[config.mk]
export PLATFORM = sky130hd
export DESIGN_NAME = gdr_div
export DESIGN_NICKNAME = d
export VERILOG_FILES = /design/src/hdl/gdr_pkg.sv /design/src/hdl/gdr_div.sv
export SDC_FILE = /design/constraint.sdc
export NUM_CORES = 1
export LEC_CHECK = 0
export BUFFER_PORTS_ARGS = -buffer_cell sky130_fd_sc_hd__buf_2
export CAP_MARGIN = 20
export CORE_ASPECT_RATIO = 2
export CORE_MARGIN = 1
export CORE_UTILIZATION = 56
export DETAILED_ROUTE_END_ITERATION = 10
export PLACE_DENSITY = 0.92
export SLEW_MARGIN = 30
export SYNTH_ARGS = -nofsm -noshare
export SYNTH_HDL_FRONTEND = slang
export SYNTH_SLANG_ARGS = --single-unit
export TNS_END_PERCENT = 20
[constraint.sdc]
create_clock -name i_clk -period 3.8 [get_ports i_clk]
set_clock_uncertainty 0.2 [all_clocks]
set_input_delay 0.57 -clock i_clk [delete_from_list [all_inputs] [get_ports i_clk]]
set_output_delay 0.57 -clock i_clk [all_outputs]
set_load 0.01 [all_outputs]
[src/hdl/gdr_pkg.sv]
`default_nettype none
package gdr_pkg;

    // fixed point and map geometry
    localparam int FRAC      = 16;
    localparam int CELL_W    = 6;
    localparam int ADDR_W    = 2 * CELL_W;
    localparam int MAX_SCR   = 4096;
    localparam int DIM_W     = 13;

    localparam logic [CELL_W-1:0] CELL_LAST = '1;
    localparam logic [22:0] DIST_MAX  = 23'd8388607;
    localparam logic [22:0] DIST_MIN  = 23'd6554;
    localparam logic [14:0] LINE_MAX  = 15'd32767;

    // shared divider widths
    localparam int DIV_NW = 48;
    localparam int DIV_DW = 36;

    // register map (index = paddr[4:2])
    localparam logic [2:0] REG_POS_X   = 3'd0;
    localparam logic [2:0] REG_POS_Y   = 3'd1;
    localparam logic [2:0] REG_DIR_X   = 3'd2;
    localparam logic [2:0] REG_DIR_Y   = 3'd3;
    localparam logic [2:0] REG_PLANE_X = 3'd4;
    localparam logic [2:0] REG_PLANE_Y = 3'd5;
    localparam logic [2:0] REG_SCR_W   = 3'd6;
    localparam logic [2:0] REG_SCR_H   = 3'd7;

    localparam logic ACT_WRITE = 1'b0;
    localparam logic ACT_CAST  = 1'b1;

    typedef struct packed {
        logic        action;
        logic [5:0]  cell_x;
        logic [5:0]  cell_y;
        logic        cell_is_wall;
        logic [11:0] column;
    } t_in_word;

    typedef struct packed {
        logic [11:0] column_out;
        logic        side;
        logic [5:0]  hit_x;
        logic [5:0]  hit_y;
        logic [22:0] wall_distance;
        logic [14:0] line_height;
        logic [11:0] draw_start;
        logic [11:0] draw_end;
        logic        escaped;
    } t_out_word;

    // live configuration as seen by the datapath
    typedef struct packed {
        logic [21:0]        pos_x;
        logic [21:0]        pos_y;
        logic signed [18:0] dir_x;
        logic signed [18:0] dir_y;
        logic signed [18:0] plane_x;
        logic signed [18:0] plane_y;
        logic [DIM_W-1:0]   scr_w;
        logic [DIM_W-1:0]   scr_h;
    } t_cfg;

endpackage
`default_nettype wire

[src/hdl/gdr_div.sv]
`default_nettype none
module gdr_div (
    input  wire logic                         i_clk,
    input  wire logic                         i_rst_n,
    input  wire logic                         i_start,
    input  wire logic [gdr_pkg::DIV_NW-1:0]   i_num,
    input  wire logic [gdr_pkg::DIV_DW-1:0]   i_den,
    output logic                              o_done,
    output logic      [gdr_pkg::DIV_NW-1:0]   o_quo
);
    import gdr_pkg::*;

    localparam int CNT_W = $clog2(DIV_NW + 1);

    logic [DIV_NW-1:0] r_num;
    logic [DIV_DW-1:0] r_den;
    logic [DIV_DW-1:0] r_rem;
    logic [CNT_W-1:0]  r_cnt;
    logic              r_busy;
    logic              r_done;
    logic [DIV_DW:0]   w_shift;
    logic [DIV_DW:0]   w_diff;
    logic              w_ge;

    // restoring step: one quotient bit a cycle
    assign w_shift = {r_rem, r_num[DIV_NW-1]};
    assign w_diff  = w_shift - {1'b0, r_den};
    assign w_ge    = w_shift >= {1'b0, r_den};

    always_ff @(posedge i_clk) begin
        if (!i_rst_n) begin
            r_busy <= 1'b0;
            r_done <= 1'b0;
            r_cnt  <= '0;
        end else begin
            r_done <= 1'b0;
            if (i_start) begin
                r_num  <= i_num;
                r_den  <= i_den;
                r_rem  <= '0;
                r_cnt  <= '0;
                r_busy <= 1'b1;
            end else if (r_busy) begin
                r_rem <= w_ge ? w_diff[DIV_DW-1:0] : w_shift[DIV_DW-1:0];
                r_num <= {r_num[DIV_NW-2:0], w_ge};
                r_cnt <= r_cnt + 1'b1;
                if (r_cnt == CNT_W'(DIV_NW - 1)) begin
                    r_busy <= 1'b0;
                    r_done <= 1'b1;
                end
            end
        end
    end

    assign o_done = r_done;
    assign o_quo  = r_num;

endmodule
`default_nettype wire
* Yosys cells after proc, flatten, opt, wreduce, memory -nomap -nowiden
Cells that the tools add are included.
W data, S select, Z words.
** Storage, ports and cells
- Register bits :: 128
- Input bits :: 87
- Logic and storage cells :: 25
** Operators by class
- $add $sub $neg :: 2
- $lt $le $gt $ge :: 1
- Eq/ne operators :: 1
- Muxes and demuxes :: 8
- Bitwise operators :: 2
- Reduce and logical (&&, ||, !) cells :: 5
** Operators by type and width (count)
- $mux W48 :: 2
- $mux W36 :: 2
- $ge A37 B36 Y1 :: 1
- $sub A36 B36 Y36 :: 1
- $add A6 B1 Y6 const B :: 1
- $eq A6 B6 Y1 const B :: 1
- $mux W1 :: 4
- $reduce_and A2 Y1 :: 2
- $reduce_or A3 Y1 :: 1
- $not A1 Y1 :: 2
- $reduce_bool A2 Y1 :: 1
- $reduce_or A2 Y1 :: 1

* Longest topological paths before layout
- Word-level depth :: 4
- Depth in mapped cells :: 14
- Mapped depth without buffers :: 12

* Least setup slack after synthesis
OpenSTA, ideal clock, no wires.
- Kind :: input -> register
- Start :: in i_start
- End :: reg r_num[0] (netlist: o_quo[0]), enable pin
- Setup time :: 0.450 ns
- Arrival time :: 2.776 ns
- Data required time :: 3.150 ns
- Setup slack :: 0.374 ns
- Stages on the path :: 2
- Buffers on the path :: 1
- Path through :: clkbuf_1 o21a_1
** On the way
- Cells in the longest elaborated chain, start to end :: 2
** Ends and longest elaborated chain
- start: declaration :: RTL line gdr_div.sv:5 : input wire logic i_start,
- $reduce_bool A2 Y1 (no source line)
- $reduce_and A2 Y1 (no source line)
- end signal: assignment :: RTL line gdr_div.sv:38 : r_num <= i_num;
- end signal: assignment :: RTL line gdr_div.sv:45 : r_num <= {r_num[DIV_NW-2:0], w_ge};
- end: declaration :: RTL line gdr_div.sv:15 : logic [DIV_NW-1:0] r_num;
No other way between the ends.
A chain may end at the register's enable or synchronous reset.

* Worst setup path in the final report
- Start :: reg r_num[47] (netlist: o_quo[47])
- End :: reg r_rem[34], data pin
** On the way
- Cells in the longest elaborated chain, start to end :: 3
- Elaborated cells between the ends (all ways) :: 4
- Classes of those cells :: add/sub: 1; order compare: 1; mux: 2
** Ends and longest elaborated chain
- $sub A36 B36 Y36 or $ge A37 B36 Y1 (tied branches) :: RTL line gdr_div.sv:27, gdr_div.sv:28
- $mux W36 * :: RTL line gdr_div.sv:44 : r_rem <= w_ge ? w_diff[DIV_DW-1:0] : w_shift[DIV_DW-1:0];
- $mux W36 * :: RTL line gdr_div.sv:43 : end else if (r_busy) begin
- end signal: assignment :: RTL line gdr_div.sv:44
- end: declaration :: RTL line gdr_div.sv:17 : logic [DIV_DW-1:0] r_rem;
Every way passes the cells marked *; elsewhere a longest branch is shown, timed or not. The select of a mux whose other input is x is not followed.

==> run metrics <==
status=finished, final reports clean; share of layout cells above drive strength 1=32.0%; Avg Cell Area, Syn=11.9 um^2; FF-to-FF End=r_rem[34]; vias per std cell=6.07; Finished Core Util=69.3%; critical path startpoint category=flop; leak pwr=3.62 nW; Max Root-Sink Buffers=2; CORE AREA=12300 um^2; Ant. Diodes=0; Ys Warns=0; via count=5404; top cell family by delay on the critical path=compound AO/OA/AOI/OAI gates; worst slew pin tran=0.659 ns; Setup-failing EPs final=0; Max Fanout on Critical Path=5; post-synthesis async set-or-reset flop share=0%; Worst path slowest cell=fa_1; Rel. slew slack=56.1%; Hold WS=0.116 ns; CTS Buf Count=17; Endpoint, Worst Hold=r_den[27]; Max Cap Viol=0; reg2reg start=o_quo[47]; fin crit share=90.4%; Crit Path Class=reg2reg; share of the synthesized area in the top cell type=50.8%; GRT Util Overall=28.5%; GRT met1 Usage=29.8%; Synth Cell Area=7100 um^2; CP cell instances=inv_1, ha_1, fa_1, nor2b_1, o21bai_1, a21oi_1, o21ai_1, o21ai_1, a41oi_1, o21ai_0, a211o_1, nand4_1; FP Rows=57; final worst setup slack=0.364 ns; clk_lat worst skew=0.43 ns; H-Tree Depth=4; Worst R2R Path Depth=12; M2 GR Usage=50.0%; placer congestion estimate=0.908; HP Start=i_den[27]; first-pass GRT wire length=27.7 mm; Synth area leaders=edfxtp_1 51%, mux2_2 7.6%, ha_1 6.5%; synthesized flop and latch total=128; leading area contributor after synthesis=edfxtp_1; met3 usage=7.29%; Cells after Synth=597; hold_buf cts=0; Post-DRT Antenna Nets=0; PwrDens=506 nW/um^2; Die W=81.6 um; post-synth cell types=54; Max VDD drop=0.000348 V; Die ar.=13200 um^2; Initial Util=57.9%; clock sink count=128; Fillers=824; initial antenna violation count=0; r2r setup slk=0.36 ns; starting DRC count in detailed routing=336; Synthesized Nets=722; TritonCTS clock tree=done; Top Ports=136; post-CTS sizing=0; vias in the first global route=5746; routed wire length=17.3 mm; fmax=291 MHz; Primary FF master, synth=edfxtp_1; largest net degree at the start of global routing=57; CTS Root Cell=clkbuf_16; pre-CTS setup slack=0.549 ns; layer with the highest usage=met2; type of the tightest min-delay check=in2reg; sequential fraction of the synthesis area=53.0%; DRC violation count after routing=0; number of hold violations in the final report=0; post-CTS setup buffers=0; setup TNS=0 ns; min Tclk post-route=3.44 ns; Final Slew Violations=0; WP buf/inv=1; Area Growth Syn to Fin=19.8%; Routed WL per cell=19.4 um; total grt overflow=0; worst hold stages=1; Vert. Die Dim=161 um; most frequent CP cell=o21ai_1; post-DP HPWL=12.0 mm; Tot Pwr=4.30 mW; WP data arrival=3.40 ns; critical path's largest stage delay=0.42 ns; unrepaired setup endpoints after global routing=false; CP Data Required Time=3.76 ns; Worst-path clk slew=0.07 ns; Post-synth EDFFs=120; Crit. End Element=flop; Final nets=856; 1st-pass router iterations=5; Port Buf Inserts=135
## cells in the mapped netlist, types with 11 or more instances
cell type and count:
xnor2_1 17, xor2_1 16, ha_1 37, clkbuf_1 19
o21ai_0 13, a21o_1 15, mux2_2 48, nand4_1 11
nor2_1 50, inv_1 39, a21oi_1 37, mux2i_1 22
nand3_1 11, edfxtp_1 120, nand2_1 30
## state kept, by name (all words and copies together) (netlist names)
| register | flops |
|---|---|
| o_quo | 48 |
| o_done | 1 |
| r_rem | 36 |
| r_busy | 1 |
| r_cnt | 6 |
| r_den | 36 |
## stage by stage
stage	cells	cell area, um^2
after floorplan	597	7100
after global placement	859	7930
after detailed placement	859	7930
after CTS	891	8500
after global routing	891	8500
final	891	8500
## logic make-up (layout without fill, tap and decap cells)
| logic type | after synthesis | in the layout | synth area share (%) |
|---|---|---|---|
| muxes | 70 | 70 | 10.7 |
| buffers and inverters | 66 | 213 | 3.84 |
| AOI/OAI and AO/OA | 116 | 116 | 11.5 |
| xor gates and xnor gates | 33 | 33 | 4.07 |
| adders and majority gates | 38 | 38 | 6.80 |
| DFF | 128 | 128 | 53.0 |
| and+or+nand+nor | 146 | 146 | 10.1 |
## how the worst max path moves through the flow
stage          cells past startpoint  slack [ns]   endpoint      start
2_1_floorplan                      2        0.37   o_quo[0]    i_start
3_3_place_gp                      11        0.68   r_rem[5]   r_rem[3]
3_5_place_dp                      11        0.55   r_rem[5]   r_rem[3]
4_1_cts                           11        0.45   r_rem[5]   r_rem[3]
5_1_grt                           12        0.20  r_rem[34]  o_quo[47]
6_report                          12        0.36  r_rem[34]  o_quo[47]
## routing by layer
metal,share of wire (%),vias up,wire length [um]
met5,0,-,0
met4,4.4,0,754
met3,6.5,67,1120
met2,54,287,9380
met1,35,2564,6060
li1,-,2486,-
## where the power goes
part | switching, mW | internal (mW) | total (mW)
clock | 0.726 | 0.871 | 1.60
combinational | 0.551 | 0.415 | 0.966
sequential | 0.0571 | 1.69 | 1.74
## cell type report
type | count | area, um^2 | area share [%]
Multi-Input combinational cell | 403 | 3070 | 36.1
Timing Repair Buffer | 142 | 768 | 9.04
Tap cell | 147 | 184 | 2.16
Inverter | 39 | 146 | 1.72
Clock inverter | 15 | 144 | 1.69
Sequential cell | 128 | 3760 | 44.3
Clock buffer | 17 | 425 | 5.00
## placed cells by master, fill, tap and decap left out, drive strengths merged, types with 3 or more instances in the layout
master	count
buf	142
edfxtp	120
nor2	50
inv	50
mux2	48
a21oi	38
ha	37
nand2	30
mux2i	22
xnor2	17
clkbuf	17
o21ai	17
xor2	16
a21o	15
nand4	11
nand3	11
a211oi	11
a31oi	9
dfxtp	8
and3	7
nor3	6
and2	4
o21bai	4
nand2b	4
o21a	4
or2	3
a211o	3
nand3b	3
nor2b	3
nor3b	3
nor4	3
or3	3
a41oi	3
clkinv	3
No activity file was read; power rests on OpenSTA's default activity.
