**config.mk**
```make
export PLATFORM = sky130hd
export DESIGN_NAME = gdr_regs
export DESIGN_NICKNAME = d
export VERILOG_FILES = /design/src/hdl/gdr_pkg.sv /design/src/hdl/gdr_regs.sv
export SDC_FILE = /design/constraint.sdc
export NUM_CORES = 1
export LEC_CHECK = 0
export BUFFER_PORTS_ARGS = -buffer_cell sky130_fd_sc_hd__buf_2
export CAP_MARGIN = 20
export CORE_MARGIN = 10
export CORE_UTILIZATION = 56
export CTS_CLUSTER_DIAMETER = 120
export CTS_CLUSTER_SIZE = 28
export DETAILED_ROUTE_END_ITERATION = 10
export PLACE_DENSITY_LB_ADDON = 0.2
export SLEW_MARGIN = 20
export SYNTH_ARGS = -nofsm -noshare
export SYNTH_HDL_FRONTEND = slang
export SYNTH_SLANG_ARGS = --single-unit
```
**constraint.sdc**
```tcl
create_clock -name i_clk -period 4.2 [get_ports i_clk]
set_input_delay 0.63 -clock i_clk [delete_from_list [all_inputs] [get_ports i_clk]]
set_output_delay 0.63 -clock i_clk [all_outputs]
set_load 0.02 [all_outputs]
```
**src/hdl/gdr_pkg.sv**
```systemverilog
`default_nettype none
package gdr_pkg;

    // fixed point and map geometry
    localparam int FRAC      = 16;
    localparam int CELL_W    = 6;
    localparam int ADDR_W    = 2 * CELL_W;
    localparam int MAX_SCR   = 4096;
    localparam int DIM_W     = 13;

    localparam logic [CELL_W-1:0] CELL_LAST = '1;
    localparam logic [22:0] DIST_MAX  = 23'd8388607;
    localparam logic [22:0] DIST_MIN  = 23'd6554;
    localparam logic [14:0] LINE_MAX  = 15'd32767;

    // shared divider widths
    localparam int DIV_NW = 48;
    localparam int DIV_DW = 36;

    // register map (index = paddr[4:2])
    localparam logic [2:0] REG_POS_X   = 3'd0;
    localparam logic [2:0] REG_POS_Y   = 3'd1;
    localparam logic [2:0] REG_DIR_X   = 3'd2;
    localparam logic [2:0] REG_DIR_Y   = 3'd3;
    localparam logic [2:0] REG_PLANE_X = 3'd4;
    localparam logic [2:0] REG_PLANE_Y = 3'd5;
    localparam logic [2:0] REG_SCR_W   = 3'd6;
    localparam logic [2:0] REG_SCR_H   = 3'd7;

    localparam logic ACT_WRITE = 1'b0;
    localparam logic ACT_CAST  = 1'b1;

    typedef struct packed {
        logic        action;
        logic [5:0]  cell_x;
        logic [5:0]  cell_y;
        logic        cell_is_wall;
        logic [11:0] column;
    } t_in_word;

    typedef struct packed {
        logic [11:0] column_out;
        logic        side;
        logic [5:0]  hit_x;
        logic [5:0]  hit_y;
        logic [22:0] wall_distance;
        logic [14:0] line_height;
        logic [11:0] draw_start;
        logic [11:0] draw_end;
        logic        escaped;
    } t_out_word;

    // live configuration as seen by the datapath
    typedef struct packed {
        logic [21:0]        pos_x;
        logic [21:0]        pos_y;
        logic signed [18:0] dir_x;
        logic signed [18:0] dir_y;
        logic signed [18:0] plane_x;
        logic signed [18:0] plane_y;
        logic [DIM_W-1:0]   scr_w;
        logic [DIM_W-1:0]   scr_h;
    } t_cfg;

endpackage
`default_nettype wire

```
**src/hdl/gdr_regs.sv**
```systemverilog
`default_nettype none
module gdr_regs (
    input  wire logic          i_clk,
    input  wire logic          i_rst_n,
    input  wire logic          psel,
    input  wire logic          penable,
    input  wire logic          pwrite,
    input  wire logic [4:0]    paddr,
    input  wire logic [31:0]   pwdata,
    output logic      [31:0]   prdata,
    output logic               pready,
    output gdr_pkg::t_cfg      o_cfg
);
    import gdr_pkg::*;

    logic [21:0]        r_pos_x, r_pos_y;
    logic signed [18:0] r_dir_x, r_dir_y, r_plane_x, r_plane_y;
    logic [DIM_W-1:0]   r_scr_w, r_scr_h;
    logic               w_wr;
    logic [2:0]         w_idx;

    assign pready = 1'b1;
    assign w_wr   = psel && penable && pwrite;
    assign w_idx  = paddr[4:2];

    // register writes
    always_ff @(posedge i_clk) begin
        if (!i_rst_n) begin
            r_pos_x   <= 22'd163840;
            r_pos_y   <= 22'd163840;
            r_dir_x   <= -19'sd65536;
            r_dir_y   <= '0;
            r_plane_x <= '0;
            r_plane_y <= 19'sd43254;
            r_scr_w   <= 13'd640;
            r_scr_h   <= 13'd480;
        end else if (w_wr) begin
            unique case (w_idx)
                REG_POS_X:   r_pos_x   <= pwdata[21:0];
                REG_POS_Y:   r_pos_y   <= pwdata[21:0];
                REG_DIR_X:   r_dir_x   <= pwdata[18:0];
                REG_DIR_Y:   r_dir_y   <= pwdata[18:0];
                REG_PLANE_X: r_plane_x <= pwdata[18:0];
                REG_PLANE_Y: r_plane_y <= pwdata[18:0];
                REG_SCR_W:   r_scr_w   <= pwdata[12:0];
                REG_SCR_H:   r_scr_h   <= pwdata[12:0];
                default: ;
            endcase
        end
    end

    // read back
    always_comb begin
        unique case (w_idx)
            REG_POS_X:   prdata = {10'd0, r_pos_x};
            REG_POS_Y:   prdata = {10'd0, r_pos_y};
            REG_DIR_X:   prdata = 32'(r_dir_x);
            REG_DIR_Y:   prdata = 32'(r_dir_y);
            REG_PLANE_X: prdata = 32'(r_plane_x);
            REG_PLANE_Y: prdata = 32'(r_plane_y);
            REG_SCR_W:   prdata = {19'd0, r_scr_w};
            REG_SCR_H:   prdata = {19'd0, r_scr_h};
            default:     prdata = '0;
        endcase
    end

    // screen sizes: zero used as one, clipped to the largest screen
    function automatic logic [DIM_W-1:0] dim(input logic [DIM_W-1:0] v);
        if (v == '0) return DIM_W'(1);
        if (v > DIM_W'(MAX_SCR)) return DIM_W'(MAX_SCR);
        return v;
    endfunction

    always_comb begin
        o_cfg.pos_x   = r_pos_x;
        o_cfg.pos_y   = r_pos_y;
        o_cfg.dir_x   = r_dir_x;
        o_cfg.dir_y   = r_dir_y;
        o_cfg.plane_x = r_plane_x;
        o_cfg.plane_y = r_plane_y;
        o_cfg.scr_w   = dim(r_scr_w);
        o_cfg.scr_h   = dim(r_scr_h);
    end

endmodule
`default_nettype wire

```
Word-level counts from Yosys, hierarchy flattened
Index checks and enable logic that the tools add are counted.

Register bits: 146. Input bits: 42. Output and inout port bits: 179. Logic and storage cells: 45.

Order comparisons: 2. Equality and inequality tests: 7. Multiplexer cells: 15. Reduce and logical (&&, ||, !) cells: 13.

Operator list (number): 32-bit one-hot mux with 8 select lines (1); 13-bit 2-to-1 mux (8); 13-bit greater-than comparator, second input constant (2); 13-bit logical NOT (2); 2-bit AND reduction (8); 3-bit == test, second input constant (4); 3-bit by 2-bit == test with 1-bit output, second input constant (2); 1-bit 2-to-1 mux (6); 3-bit by 1-bit == test with 1-bit output, second input constant (1); 3-bit logical NOT (1); 1-bit logical AND (2).

Logic depth before layout (Yosys ltp)
Gate-level depths: netlist of run 1.

Word-level depth: 5. Gate-level depth with buffers: 8. Mapped depth without buffers: 4.

Worst setup path after synthesis of run 1
No wires, ideal clock.

Path kind: input to output. Start: input port paddr[2]. End: output port prdata[18]. Data arrival time: 2.004 ns. Required time: 3.570 ns. Path slack: 1.566 ns. Stages: 6. Buffers on the path: 2. Cells stage by stage: buf_4 buf_6 mux2i_1 o2bb2ai_2 a21oi_1 a21oi_1.

Word-level cells in the longest chain between the ends: 2. Elaborated cells on any way between the ends: 9.

Ends and longest elaborated chain: start, declared (line gdr_regs.sv:8) `input wire logic [4:0] paddr,`; 3-bit == test, or another cell as far along (line gdr_regs.sv:54) `unique case (w_idx)`; 32-bit one-hot mux with 8 select lines (*) (line gdr_regs.sv:54); end, declared (line gdr_regs.sv:10) `output logic [31:0] prdata,`.

Mark *: on every way between the ends. The rest lies on a longest branch, timed or not.

Worst setup path in the final report of run 1
Start: input port paddr[2]. End: output port prdata[6].

The elaborated chain is that of the path after synthesis.

==> impl_metrics.ini, run 1 <==
[outcome]
run_status = finished, final reports clean

[floorplanning]
core_area_sq_um = 12600
die_h_microns = 133
dieArea_sq_um = 17800
floorplan.initialDensity = 0.571
io-pin-count = 221
core.rowCount = 41
die_x_microns = 133

[timing]
post-route-period-util = 0.784
setup_slack_ns = 0.908
hold_viol_final = 0
finalSetupTns_ns = 0
fmax_mhz = 304
tightest_slew_ns = 0.965
rsz0062_at_grt = false
skew_ns = 0
post-route-min-period_ns = 3.29
slew_headroom = 0.357
slew_viol_final = 0
finalSetupViolCount = 0

[global_route]
grt_pass1_wl_microns = 38700
grtUsageTotal = 0.275
grt_pass1_vias = 6959
grt_max_degree = 110
overflow = 0
antenna_found_initial = 0

[clock_tree]
clkTransAtPathRegs_ns = 0.05
cts_resized = 0
cts_tree = built
root_buffer = clkbuf_16
insertion_delay_ns = 0.42
numCtsBuffers = 17
ctsHoldBuffers = 0
cts_setup_buffers = 0
clk_path_buf_depth = 2
cts.sinks = 146
htreeDepth = 4

[yosys]
ys_seq_area_frac = 0.406
synth_area_leaders = dfxtp_1 (41%), nand2_1 (16%), a21boi_1 (7.7%)
ys_ff_latch = 146
yosysWarnings = 0
synth-simple-area-share = 0.264
synth_compound_area_frac = 0.227
synth_top_family_by_area = simple AND/OR/NAND/NOR gates
yosysMostFrequentCell = nand2_1
synth_area_per_cell_sq_um = 7.87
synthMuxAreaShare = 0.0214
ys.flop_type = dfxtp_1
synth-edff-count = 0
syn_inst = 915
syn_area_sq_um = 7200
synth_xor_area_frac = 0
synth_top_area_share = 0.406
syn_nets = 957
ys_types = 49
synthAdderAreaFrac = 0
yosys.area.top_type = dfxtp_1
ys_async_sr_fraction = 0
synthTopCellsByCount = nand2_1 (299), dfxtp_1 (146), a21boi_1 (74)

[setup_path]
path_class = primary input to output port
worstSetupStartpointType = primary input
cp-end-kind = output port
cp_cell_sequence = buf_2 > nor2b_2 > a22o_1 > a32oi_1 > a21oi_1 > buf_2
crit_arrival_ns = 2.66
crit_buf_inv = 2
cp_slowest_stage_delay_ns = 0.73
ff2ff_setup_slack_ns = 3.19
slowest_stage = nor2b_2
crit_family = simple AND/OR/NAND/NOR gates
cp_common_cell = buf_2
critPathRequiredTime_ns = 3.57
crit_fanout = 31

[pwr]
power.total_mw = 3.15
seq_power_share = 0.447
p_leak_nw = 3.67
swShare = 0.243
intPower_mw = 2.38
pwr-share-clk = 0.458
combPwrFrac = 0.095
max-vdd-ir-drop_mv = 0.288
power.switching_mw = 0.766
p_per_area_nw_per_um2 = 367

[routing]
met3_length_microns = 2550
drt_first_pass_iters = 6
wire_per_inst_microns = 20.4
viasPerCell = 5.76
num_vias = 7166
drc = 0
highest_layer = met4
wl_met1_microns = 9850
wl_microns = 25300
drt_iter0_markers = 654
wl_met2_microns = 11900
ant_nets = 0

[finish]
seq_area_sq_um = 2920
final_layout_size_suffix_gt1_frac = 0.244
area_growth_pct = 19.0
num-fill-cells = 1117
multiInputGateArea_sq_um = 3690
nets = 1102
final_util = 0.679
finalNonFillerCells = 1244
num_antenna_cells = 0

[min_path]
min_path_type = primary input to flip-flop

[placed_design]
numPortBuffers = 207
dp_cells = 1213
gp_congestion = 0.892
place_hpwl_microns = 17800
place_ws_ns = 0.971

[flow_run]
max_cap_viol_count = 0
-- per-stage QoR --
stage          hold slack [ns]  cell area [sq um]
2_1_floorplan            0.452               7200
3_3_place_gp             0.452               8010
3_5_place_dp             0.456               8010
4_1_cts                  0.452               8570
5_1_grt                  0.457               8570
6_report                 0.461               8570
-- sequential cells by signal, summed over array words and instances, names as in the netlist --
| register | count |
|---|---|
| r_pos_y | 22 |
| r_pos_x | 22 |
| r_scr_w | 13 |
| r_dir_x | 19 |
| r_plane_y | 19 |
| r_dir_y | 19 |
| r_scr_h | 13 |
| r_plane_x | 19 |
-- metal layers --
metal	GRT usage	vias up
met5	0	-
met4	0.135	0
met3	0.0865	63
met2	0.438	376
met1	0.328	3403
li1	-	3324
-- tightest hold or removal path: cells and delay by family --
family                 cells  cell delay (ns)
buffers and inverters      1             0.11
and+or+nand+nor            1             0.05
AOI/OAI and AO/OA          1             0.05
-- layout by cell type, fill, tap and decap left out, drive strengths merged, types with 4 or more instances in the layout --
master / n
nand3: 20
a21oi: 17
clkinv: 4
dfxtp: 146
inv: 16
o2bb2ai: 11
nand2b: 19
a221oi: 24
nor2: 42
buf: 217
nor2b: 28
a22o: 13
clkbuf: 26
nand2: 304
nor4: 4
nor3: 6
o211ai: 4
mux2i: 12
o21ai: 6
a21boi: 124
-- cell type report --
class / count / share of cell area
Clock buffer: 26 / 0.0594
Sequential cell: 146 / 0.341
Tap cell: 172 / 0.0251
Inverter: 16 / 0.00701
Multi-Input combinational cell: 662 / 0.430
Timing Repair Buffer: 217 / 0.131
Clock inverter: 5 / 0.00584
-- power by group through the flow --
stage | clock, mW | combinational, mW | sequential, mW
final | 1.44 | 0.299 | 1.41
after global routing | 1.51 | 0.318 | 1.41
after CTS | 1.44 | 0.296 | 1.41
after detailed placement | 0 | 0.295 | 1.44
after global placement | 0 | 0.293 | 1.44
after floorplan | 0 | 0.198 | 1.45
-- worst paths after layout --
path,start,to,cells after the start
setup / recovery,paddr[2],prdata[6],6
hold / removal,pwdata[20],r_pos_x[20],3
setup reg to reg,r_scr_w[12],r_scr_w[12],2
hold reg to reg,r_dir_y[10],r_dir_y[10],2
-- logic make-up (layout without fill, tap and decap cells) --
kind of cell / Yosys count / after routing
flip-flops: 146 / 146
AND/OR/NAND/NOR: 431 / 431
other: 1 / 1
buffers and inverters: 107 / 264
AO/OA/AOI/OAI: 215 / 215
multiplexers: 15 / 15
Power figures use the tool's default switching activity.
==> run 2: changes to the inputs <==
--- a/config.mk
+++ b/config.mk
@@ -5,10 +5,11 @@
 export SDC_FILE = /design/constraint.sdc
 export NUM_CORES = 1
 export LEC_CHECK = 0
+export ABC_AREA = 1
 export BUFFER_PORTS_ARGS = -buffer_cell sky130_fd_sc_hd__buf_2
 export CAP_MARGIN = 20
 export CORE_MARGIN = 10
-export CORE_UTILIZATION = 56
+export CORE_UTILIZATION = 47
 export CTS_CLUSTER_DIAMETER = 120
 export CTS_CLUSTER_SIZE = 28
 export DETAILED_ROUTE_END_ITERATION = 10
==> constraint.sdc (replaced) <==
create_clock -name i_clk -period 3 [get_ports i_clk]
set_input_delay 0.45 -clock i_clk [delete_from_list [all_inputs] [get_ports i_clk]]
set_output_delay 0.45 -clock i_clk [all_outputs]
set_load 0.02 [all_outputs]
==> run 2 against run 1 <==
Routed wire length increased by 6.8%. Clock skew unchanged. Design area decreased by 0.55%. First-iteration DRC count increased by 25%. Global-route usage decreased by 2.3 points. Sequential power increased by 41%. Combinational power increased by 36%. Non-clock buffer count increased by 6. Power increased by 41%. Sequential share of layout area increased by 0.19 points. Die area increased by 15%. Utilization decreased by 9.9 points. Critical path type unchanged. Critical endpoint is now prdata[2]. Highest routed layer unchanged.
==> impl_metrics.ini, run 2 <==
[outcome]
run_status = finished, final reports clean

[timing]
slew_headroom = 0.443
post-route-min-period_ns = 2.53
post-route-period-util = 0.845
hold_viol_final = 0
finalSetupTns_ns = 0
slew_viol_final = 0
skew_ns = 0
fmax_mhz = 395
rsz0062_at_grt = false
tightest_slew_ns = 0.834
finalSetupViolCount = 0

[yosys]
ys_ff_latch = 146
synth_top_area_share = 0.410
ys_types = 29
ys.flop_type = dfxtp_1
ys_async_sr_fraction = 0
synth-edff-count = 0
yosys.area.top_type = dfxtp_1
ys_seq_area_frac = 0.410
yosysMostFrequentCell = nor2_1
syn_nets = 1096
syn_area_sq_um = 7140
syn_inst = 1054
yosysWarnings = 0
synth_area_leaders = dfxtp_1 (41%), nor2_1 (15%), o21ai_0 (8.7%)
synthTopCellsByCount = nor2_1 (285), dfxtp_1 (146), nand2_1 (133)
synth_area_per_cell_sq_um = 6.77

[finish]
num_antenna_cells = 0
multiInputGateArea_sq_um = 3450
final_util = 0.580
nets = 1235
seq_area_sq_um = 2920
final_cell_mix = nor2_1 (285), buf_2 (206), dfxtp_1 (146), nand2_1 (133), o21ai_0 (124)
final_layout_size_suffix_gt1_frac = 0.226
final_cell_area_sq_um = 8530
final_common_cell = nor2_1
num-fill-cells = 1475
area_growth_pct = 19.5
reg_top3 = r_pos_x (22), r_pos_y (22)

[clock_tree]
cts_setup_buffers = 0
clk_path_buf_depth = 2
htreeDepth = 4
ctsHoldBuffers = 0
cts.sinks = 146
numCtsBuffers = 17
insertion_delay_ns = 0.43
root_buffer = clkbuf_16
cts_resized = 0
clkTransAtPathRegs_ns = 0.06
cts_tree = built

[global_route]
antenna_found_initial = 0
grtUsageTotal = 0.251
overflow = 0
grt_pass1_wl_microns = 40300
grt_max_degree = 74
grt_pass1_vias = 6838

[placed_design]
numPortBuffers = 207
place_hpwl_microns = 19200
dpl_cell_area_sq_um = 7980
gp_congestion = 0.899

[routing]
viasPerCell = 5.55
num_vias = 7710
wl_microns = 27100
wire_per_inst_microns = 19.5
drt_iter0_markers = 818
ant_nets = 0
drc = 0
drt_first_pass_iters = 5

[floorplanning]
floorplan.initialDensity = 0.486
core.rowCount = 44
die_h_microns = 143
core_area_sq_um = 14700
io-pin-count = 221
dieArea_sq_um = 20500
die_x_microns = 143

[pwr]
power.total_mw = 4.43
max-vdd-ir-drop_mv = 0.403
p_leak_nw = 4.32
p_per_area_nw_per_um2 = 519

[setup_path]
path_class = primary input to output port
critPathRequiredTime_ns = 2.55
crit_arrival_ns = 2.08
crit_fanout = 22
worstSetupStartpointType = primary input
cp-end-kind = output port
ff2ff_setup_slack_ns = 2.07

[min_path]
min_path_type = primary input to flip-flop

[flow_run]
max_cap_viol_count = 0
run 2: cell types whose count changed after synthesis, moves of 45 or more:
cell      change
a21boi_0     -45
nand2_1     -166
nor2_1      +249
o21ai_0     +119
a21boi_1     -74
nand4_1      +66
run 2: routing by layer:
metal  wire (microns)  GRT usage  part of all wire
met4              579     0.0811             0.021
met3             3130     0.0730              0.12
met2            11800      0.372              0.43
met5                0          0                 0
met1            11600      0.343              0.43
run 2: final timing paths:
check                  to          from  depth (start not counted)
max             prdata[2]      paddr[2]                          7
min           r_pos_y[20]    pwdata[20]                          3
max reg2reg   r_scr_h[12]   r_scr_h[12]                          2
min reg2reg  r_plane_y[2]  r_plane_y[2]                          2
run 2: where the power goes:
group | leakage (nW) | internal, mW | switching [mW]
sequential | 1.18 | 1.96 | 0.0218
clock | 0.270 | 1.23 | 0.804
combinational | 2.87 | 0.0999 | 0.308
total | 4.32 | 3.29 | 1.13
run 2: area by class of cell:
class                   instances  area share
multi-input cells             753       0.404
inverters                      52      0.0232
flip-flops and latches        146       0.343
repair buffers                223       0.139
well taps                     184      0.0270
clock inverters                 7     0.00998
clock buffers                  23      0.0537
run 2: cells by family (layout without fill, tap and decap cells):
family,count (synthesis),in the layout,share of synthesized area
simple gates,598,598,0.371
other cells,1,1,0.000525
buf+inv,155,305,0.107
compound gates,154,154,0.112
flops,146,146,0.410
run 2: through the flow:
| stage | cells | setup WS [ns] | hold WS, ns |
|---|---|---|---|
| 6_report | 1388 | 0.466 | 0.267 |
| 5_1_grt | 1388 | 0.337 | 0.295 |
| 4_1_cts | 1388 | 0.518 | 0.258 |
| 3_5_place_dp | 1358 | 0.520 | 0.473 |
| 3_3_place_gp | 1358 | 0.517 | 0.462 |
| 2_1_floorplan | 1054 | 0.912 | 0.475 |
run 2: worst max-delay path, stage by stage:
cell	delay, ns
buf_2	0.27
inv_2	0.36
nand3_2	0.40
nor2_1	0.19
nor2_1	0.07
nand3_1	0.13
buf_2	0.19
